--- config.mk ---
export PLATFORM = sky130hd
export DESIGN_NAME = lru_block_cache_policy
export DESIGN_NICKNAME = d
export VERILOG_FILES = /design/src/lbc_pkg.sv /design/src/lbc_cell.sv /design/src/lru_block_cache_policy.sv
export SDC_FILE = /design/constraint.sdc
export NUM_CORES = 2
export LEC_CHECK = 0
export BUFFER_PORTS_ARGS = -buffer_cell sky130_fd_sc_hd__buf_2
export CAP_MARGIN = 20
export CELL_PAD_IN_SITES_DETAIL_PLACEMENT = 2
export CELL_PAD_IN_SITES_GLOBAL_PLACEMENT = 2
export CORE_MARGIN = 2
export CORE_UTILIZATION = 46
export CTS_CLUSTER_DIAMETER = 150
export DETAILED_ROUTE_END_ITERATION = 16
export MAX_ROUTING_LAYER = met4
export PLACE_DENSITY_LB_ADDON = 0.15
export SLEW_MARGIN = 20
export SYNTH_ARGS = -nofsm -noshare
export SYNTH_HDL_FRONTEND = slang
export SYNTH_HIERARCHICAL = 1
export SYNTH_SLANG_ARGS = --single-unit
--- constraint.sdc ---
create_clock -name clk -period 6.7 [get_ports clk]
set_clock_uncertainty 0.15 [all_clocks]
set_input_delay 0.67 -clock clk [delete_from_list [all_inputs] [get_ports clk]]
set_output_delay 0.67 -clock clk [all_outputs]
set_load 0.005 [all_outputs]
--- src/lbc_pkg.sv ---
// Shared types and constants for the LRU block cache tag and replacement logic.
`default_nettype none

package lbc_pkg;

  localparam int LBC_ENTRIES    = 16;
  localparam int LBC_STAMP_BITS = 32;

  localparam logic [1:0] STATUS_HIT  = 2'd0;
  localparam logic [1:0] STATUS_MISS = 2'd1;
  localparam logic [1:0] STATUS_ERR  = 2'd2;

  typedef enum logic [1:0] {
    ST_IDLE,
    ST_SCAN,
    ST_HOLD
  } lbc_state_t;

  typedef struct packed {
    logic        opcode;
    logic [31:0] block_number;
  } lbc_in_t;

  typedef struct packed {
    logic [1:0]  status;
    logic [3:0]  entry_index;
    logic        fill_needed;
    logic        writeback_needed;
    logic [31:0] writeback_block;
  } lbc_out_t;

  // Lookup token that walks the cell chain; indexes and stamps travel beside it.
  typedef struct packed {
    logic        valid;
    logic [31:0] blk;
    logic        hit;
    logic [31:0] best_tag;
    logic        best_dirty;
  } lbc_tok_t;

  // Entry update broadcast to every cell; the target index travels beside it.
  typedef struct packed {
    logic        en;
    logic        load_tag;
    logic        dirty_we;
    logic        dirty;
    logic [31:0] tag;
  } lbc_upd_t;

endpackage

`default_nettype wire

--- src/lbc_cell.sv ---
// One cache entry cell: holds tag, stamp and dirty bit and advances the lookup token.
`default_nettype none

module lbc_cell #(
  parameter int IDX_W      = 4,
  parameter int STAMP_BITS = lbc_pkg::LBC_STAMP_BITS,
  parameter int INDEX      = 0
) (
  input  wire                      clk,
  input  wire                      rst_n,
  input  lbc_pkg::lbc_tok_t        tok_in,
  input  wire  [IDX_W-1:0]         hit_idx_in,
  input  wire  [IDX_W-1:0]         best_idx_in,
  input  wire  [STAMP_BITS-1:0]    best_stamp_in,
  output lbc_pkg::lbc_tok_t        tok_out,
  output logic [IDX_W-1:0]         hit_idx_out,
  output logic [IDX_W-1:0]         best_idx_out,
  output logic [STAMP_BITS-1:0]    best_stamp_out,
  input  lbc_pkg::lbc_upd_t        upd,
  input  wire  [IDX_W-1:0]         upd_idx,
  input  wire  [STAMP_BITS-1:0]    upd_stamp
);

  localparam logic [IDX_W-1:0] MY_IDX = IDX_W'(INDEX);

  logic [31:0]           tag_r;
  logic [STAMP_BITS-1:0] stamp_r;
  logic                  dirty_r;
  logic                  tok_valid_r;
  lbc_pkg::lbc_tok_t     tok_r;
  logic [IDX_W-1:0]      hit_idx_r;
  logic [IDX_W-1:0]      best_idx_r;
  logic [STAMP_BITS-1:0] best_stamp_r;

  logic match;
  logic take;
  logic sel;

  assign match = !tok_in.hit && (tag_r == tok_in.blk);
  // The first cell always seeds the minimum, which also covers all stamps at maximum.
  assign take  = (INDEX == 0) || (stamp_r < best_stamp_in);
  assign sel   = (upd_idx == MY_IDX);

  always_ff @(posedge clk) begin
    if (!rst_n) begin
      tag_r   <= '0;
      stamp_r <= '0;
      dirty_r <= 1'b0;
    end else if (upd.en && sel) begin
      stamp_r <= upd_stamp;
      if (upd.load_tag) begin
        tag_r <= upd.tag;
      end
      if (upd.dirty_we) begin
        dirty_r <= upd.dirty;
      end
    end
  end

  always_ff @(posedge clk) begin
    if (!rst_n) begin
      tok_valid_r <= 1'b0;
    end else begin
      tok_valid_r <= tok_in.valid;
    end
  end

  always_ff @(posedge clk) begin
    tok_r.valid <= 1'b0;
    tok_r.blk   <= tok_in.blk;
    tok_r.hit   <= tok_in.hit || match;
    hit_idx_r   <= match ? MY_IDX : hit_idx_in;
    if (take) begin
      tok_r.best_tag   <= tag_r;
      tok_r.best_dirty <= dirty_r;
      best_idx_r       <= MY_IDX;
      best_stamp_r     <= stamp_r;
    end else begin
      tok_r.best_tag   <= tok_in.best_tag;
      tok_r.best_dirty <= tok_in.best_dirty;
      best_idx_r       <= best_idx_in;
      best_stamp_r     <= best_stamp_in;
    end
  end

  always_comb begin
    tok_out       = tok_r;
    tok_out.valid = tok_valid_r;
  end

  assign hit_idx_out    = hit_idx_r;
  assign best_idx_out   = best_idx_r;
  assign best_stamp_out = best_stamp_r;

endmodule

`default_nettype wire

--- src/lru_block_cache_policy.sv ---
// Top level of the LRU block cache tag and replacement logic.
//
// Requests arrive on in_valid/in_ready as an opcode (read or write) and a block
// number; one result per request leaves on out_valid/out_ready with status, the
// entry index, and fill and writeback indications.
// A lookup token walks a chain of ENTRIES cells, one cell per cycle, checking
// for a tag match and tracking the oldest stamp (lowest index on ties). When the
// token leaves the last cell the hit or victim entry is updated and the result
// is registered; it moves to the output register once that is free. One request
// is in flight at a time, so a new request is taken only after the last one has
// left the chain and its result has moved to the output register. Block zero
// skips the chain: its error result is registered at acceptance instead.
// A finished result sits in the output register while the next request is
// accepted and scanned; a stalled receiver only holds back the request after.
// Synchronous reset empties every entry, clears dirty bits, stamps and the use
// clock, and leaves both channels idle.
`default_nettype none

module lru_block_cache_policy #(
  parameter int ENTRIES    = lbc_pkg::LBC_ENTRIES,
  parameter int STAMP_BITS = lbc_pkg::LBC_STAMP_BITS
) (
  input  wire               clk,
  input  wire               rst_n,
  input  wire               in_valid,
  output logic              in_ready,
  input  lbc_pkg::lbc_in_t  in_data,
  output logic              out_valid,
  input  wire               out_ready,
  output lbc_pkg::lbc_out_t out_data
);

  localparam int IDX_W = (ENTRIES > 1) ? $clog2(ENTRIES) : 1;
  localparam logic [STAMP_BITS-1:0] STAMP_MAX = '1;

  lbc_pkg::lbc_tok_t     tok        [0:ENTRIES];
  logic [IDX_W-1:0]      hit_idx    [0:ENTRIES];
  logic [IDX_W-1:0]      best_idx   [0:ENTRIES];
  logic [STAMP_BITS-1:0] best_stamp [0:ENTRIES];

  lbc_pkg::lbc_state_t   state_r, state_nxt;
  logic [STAMP_BITS-1:0] use_clock_r;
  logic                  req_write_r;
  logic [31:0]           req_blk_r;
  lbc_pkg::lbc_out_t     res_r, res_nxt;
  logic                  res_load;
  logic                  out_valid_r;
  lbc_pkg::lbc_out_t     out_data_r;

  lbc_pkg::lbc_upd_t     upd;
  logic [IDX_W-1:0]      upd_idx;

  logic in_fire;
  logic blk_zero;
  logic out_free;
  logic tail_valid;
  logic [IDX_W+3:0] idx_ext;

  assign in_fire    = in_valid && in_ready;
  assign blk_zero   = (in_data.block_number == 32'd0);
  assign out_free   = !out_valid_r || out_ready;
  assign tail_valid = tok[ENTRIES].valid;

  // Seed the token at the head of the chain.
  assign tok[0].valid      = in_fire && !blk_zero;
  assign tok[0].blk        = in_data.block_number;
  assign tok[0].hit        = 1'b0;
  assign tok[0].best_tag   = '0;
  assign tok[0].best_dirty = 1'b0;
  assign hit_idx[0]        = '0;
  assign best_idx[0]       = '0;
  assign best_stamp[0]     = STAMP_MAX;

  for (genvar k = 0; k < ENTRIES; k++) begin : g_cell
    lbc_cell #(
      .IDX_W      (IDX_W),
      .STAMP_BITS (STAMP_BITS),
      .INDEX      (k)
    ) u_cell (
      .clk            (clk),
      .rst_n          (rst_n),
      .tok_in         (tok[k]),
      .hit_idx_in     (hit_idx[k]),
      .best_idx_in    (best_idx[k]),
      .best_stamp_in  (best_stamp[k]),
      .tok_out        (tok[k+1]),
      .hit_idx_out    (hit_idx[k+1]),
      .best_idx_out   (best_idx[k+1]),
      .best_stamp_out (best_stamp[k+1]),
      .upd            (upd),
      .upd_idx        (upd_idx),
      .upd_stamp      (use_clock_r)
    );
  end

  // Next state.
  always_comb begin
    state_nxt = state_r;
    unique case (state_r)
      lbc_pkg::ST_IDLE: begin
        if (in_fire) begin
          state_nxt = blk_zero ? lbc_pkg::ST_HOLD : lbc_pkg::ST_SCAN;
        end
      end
      lbc_pkg::ST_SCAN: begin
        if (tail_valid) begin
          state_nxt = lbc_pkg::ST_HOLD;
        end
      end
      lbc_pkg::ST_HOLD: begin
        if (out_free) begin
          state_nxt = lbc_pkg::ST_IDLE;
        end
      end
      default: state_nxt = lbc_pkg::ST_IDLE;
    endcase
  end

  assign in_ready = (state_r == lbc_pkg::ST_IDLE);

  // Error result for block zero; else entry update and result on chain exit.
  always_comb begin
    idx_ext  = '0;
    upd      = '0;
    upd_idx  = '0;
    res_nxt  = '0;
    res_load = 1'b0;
    if (state_r == lbc_pkg::ST_IDLE && in_fire && blk_zero) begin
      res_load       = 1'b1;
      res_nxt.status = lbc_pkg::STATUS_ERR;
    end else if (tail_valid) begin
      res_load = 1'b1;
      upd.en   = 1'b1;
      upd.tag  = req_blk_r;
      if (tok[ENTRIES].hit) begin
        upd_idx        = hit_idx[ENTRIES];
        upd.dirty_we   = req_write_r;
        upd.dirty      = 1'b1;
        idx_ext        = {4'd0, hit_idx[ENTRIES]};
        res_nxt.status = lbc_pkg::STATUS_HIT;
      end else begin
        upd_idx                  = best_idx[ENTRIES];
        upd.load_tag             = 1'b1;
        upd.dirty_we             = 1'b1;
        upd.dirty                = req_write_r;
        idx_ext                  = {4'd0, best_idx[ENTRIES]};
        res_nxt.status           = lbc_pkg::STATUS_MISS;
        res_nxt.fill_needed      = !req_write_r;
        res_nxt.writeback_needed = tok[ENTRIES].best_dirty;
        res_nxt.writeback_block  = tok[ENTRIES].best_dirty ? tok[ENTRIES].best_tag : 32'd0;
      end
      res_nxt.entry_index = idx_ext[3:0];
    end
  end

  always_ff @(posedge clk) begin
    if (!rst_n) begin
      state_r     <= lbc_pkg::ST_IDLE;
      use_clock_r <= '0;
      out_valid_r <= 1'b0;
    end else begin
      state_r <= state_nxt;
      if (tail_valid) begin
        use_clock_r <= use_clock_r + 1'b1;
      end
      if (state_r == lbc_pkg::ST_HOLD && out_free) begin
        out_valid_r <= 1'b1;
      end else if (out_ready) begin
        out_valid_r <= 1'b0;
      end
    end
  end

  always_ff @(posedge clk) begin
    if (in_fire) begin
      req_write_r <= in_data.opcode;
      req_blk_r   <= in_data.block_number;
    end
    if (res_load) begin
      res_r <= res_nxt;
    end
    if (state_r == lbc_pkg::ST_HOLD && out_free) begin
      out_data_r <= res_r;
    end
  end

  assign out_valid = out_valid_r;
  assign out_data  = out_data_r;

endmodule

`default_nettype wire

==> results.md <==
* Leak at 44.8 nW
* # setup viols final at 0
* Hold Crit Class: input port to flop
* Clock transition at path regs at 0.06 ns
* Max-slew headroom at 19.1%
* Max-Cap Viols at 0
* Slew @ Worst Pin at 1.21 ns
* Detail-routed via count per cell at 5.38
* CP Buf/Inv Count at 3
* Post-route cell area at 121000 sq um
* DRC at 0
* Most numerous cell on the critical path: nand2_1
* Run status: complete, no violations
* Port Buffers at 78
* WHS Path Cells at 2
* Post-Synthesis Cells at 10192
* Layout area overhead at 13.1%
* Initial Util at 46.3%
* Die area at 236000 sq um
* Critical Path Max Stage Delay at 1.02 ns
* Yosys warnings at 6
* Total congestion overflow at 0
* RSZ-0062 raised after global routing: no
* GP Congestion at 0.811
* CTS Buf Count at 312
* Worst Path Max Fanout at 21
* Setup TNS at 0 ns
* Clock power frac at 49.4%
* Net switching fraction of the power at 20.9%
* Final #Nets at 10780
* Commonest non-fill, non-tap cells in the layout: dfxtp_1, nand2_1, a21boi_0
* Critical path launch point type: input port
* Largest net degree at the start of global routing at 253
* Post-DRT Antenna Nets at 0
* Sequential power share at 49.3%
* Clock latency at the later pin of the worst-skew pair at 0.95 ns
* Dpl cell area at 110000 sq um
* Detail-routed net length per standard cell at 24.1 microns
* FP Rows at 176
* Sw power at 7.36 mW
* DIE HEIGHT at 485 microns
* Fill count at 22602
* Commonest non-fill, non-tap cell in the layout: dfxtp_1
* Clock Path Buffers at 4
* Post-layout util at 52.4%
* Critical path arrival at 6.06 ns
* Final Hold Viols at 0
* Required time of the critical path at 7.37 ns
* Endpoint type of the worst setup path: flop
* CP cell instances: dlygate4sd3_1 > buf_2 > nor4_1 > nand4_1 > o31ai_4 > nor2_2 > nor4b_1 > and2_1 > nand2_1 > buf_8 > nand2_1 > a21boi_0
* Tot GR Track Use at 28.1%
* Drt pass-1 iters at 5
* Max Transition Viols Final at 0
* Worst r2r path cells at 10
* Initial antenna violation count at 3
* Setup Fix Bufs, Post-CTS at 0
* Starting DRT DRC Count at 3298
* Mapped Area at 107000 sq um
* Worst path depth at 12
* Max VDD drop at 0.000218 V
* Share of layout cells above drive strength 1 at 16.0%
* PwrDens at 292 nW/um^2
* DP HPWL at 211 mm
* CTS sink cnt at 2832
* Fin Hold WS at 0.148 ns
* Design Power at 35.2 mW
* Ports at 79
* Comb power frac at 1.4%
* H-Tree Depth at 5
* Setup Crit Path Kind: input port to flop
* Routed WL at 326 mm
* Core area at 230000 sq um
* Post-CTS sizing at 0
* Delay-heaviest family, CP: simple AND/OR/NAND/NOR gates
* Crit path max-delay cell type: o31ai_4
* Final period utilization at 80.5%
* Global-route wire length before repair at 509 mm
* CTS tree: done
* Die X at 485 microns
* Final min period at 5.39 ns
* CTS Hold Buffers Added at 33
* Avg Synthesized Cell Area at 10.5 sq um
* Vias at 72795
* Internal power at 27.8 mW
* Vias in the first global route at 83049
* CTS root buffer: clkbuf_16
* Fmax at 0.185 GHz
[sequential cells by signal (all words and copies together) (netlist names), 32 cells and up]
signal	count
g_cell.u_cell/best_idx_out	60
g_cell.u_cell/stamp_r	512
g_cell.u_cell/hit_idx_out	64
g_cell.u_cell/tok_out	1024
res_r	40
use_clock_r	32
g_cell.u_cell/tag_r	512
g_cell.u_cell/best_stamp_out	480
req_blk_r	32
out_data	40
[through the flow]
| stage | setup WS, ns | cells |
|---|---|---|
| after floorplan | 2.83 | 10200 |
| after global placement | 0.914 | 12948 |
| after detailed placement | 0.948 | 12956 |
| after CTS | 1.24 | 13522 |
| after global routing | 1.04 | 13524 |
| final | 1.31 | 13524 |
[layout make-up]
class                      instances  area [sq um]  area share [%]
sequential                      2832         57800            48.0
multi-input combinational       6407         45000            37.3
clock buffer                     444          9150            7.59
tap                             3026          3790            3.14
timing repair buffer             240          1870            1.55
inverter                         484          1820            1.51
clock inverter                    89          1110           0.921
antenna                            2          5.00         0.00415
[path summary, 6_finish.rpt]
kind	start	end	slack [ns]
hold reg to reg	g_cell[0].u_cell/stamp_r[11]$_SDFFE_PN0P_	g_cell[0].u_cell/best_stamp_out[11]$_DFF_P_	0.20
setup / recovery	in_data[2]	g_cell[2].u_cell/tag_r[26]$_SDFFE_PN0P_	1.31
hold / removal	rst_n	g_cell[0].u_cell/stamp_r[19]$_SDFFE_PN0P_	0.15
setup reg to reg	state_r[1]$_SDFFE_PN0P_	g_cell[2].u_cell/tag_r[26]$_SDFFE_PN0P_	1.52
[worst register-to-register path, stage by stage, from the launching register on]
cell      delay, ns
dfxtp_1        0.32
nor2_1         0.56
nand2_1        0.51
o31ai_4        1.03
nor2_2         0.50
nor4b_1        0.89
and2_1         0.26
nand2_1        0.31
buf_8          0.30
nand2_1        0.10
a21boi_0       0.11
[power by group through the flow]
stage          sequential (mW)  clock, mW  combinational (mW)
2_1_floorplan             17.6          0               0.317
6_report                  17.3       17.4               0.483
5_1_grt                   17.3       18.5               0.512
4_1_cts                   17.3       17.7               0.486
3_5_place_dp              17.7          0               0.455
3_3_place_gp              17.7          0               0.447
[layer usage]
layer  part of all wire (%)  track usage (%)
met2                     49             47.7
met4                    2.4             7.17
met3                    2.8             2.97
met1                     46             35.8
met5                      0                -
Power figures use the tool's default switching activity.
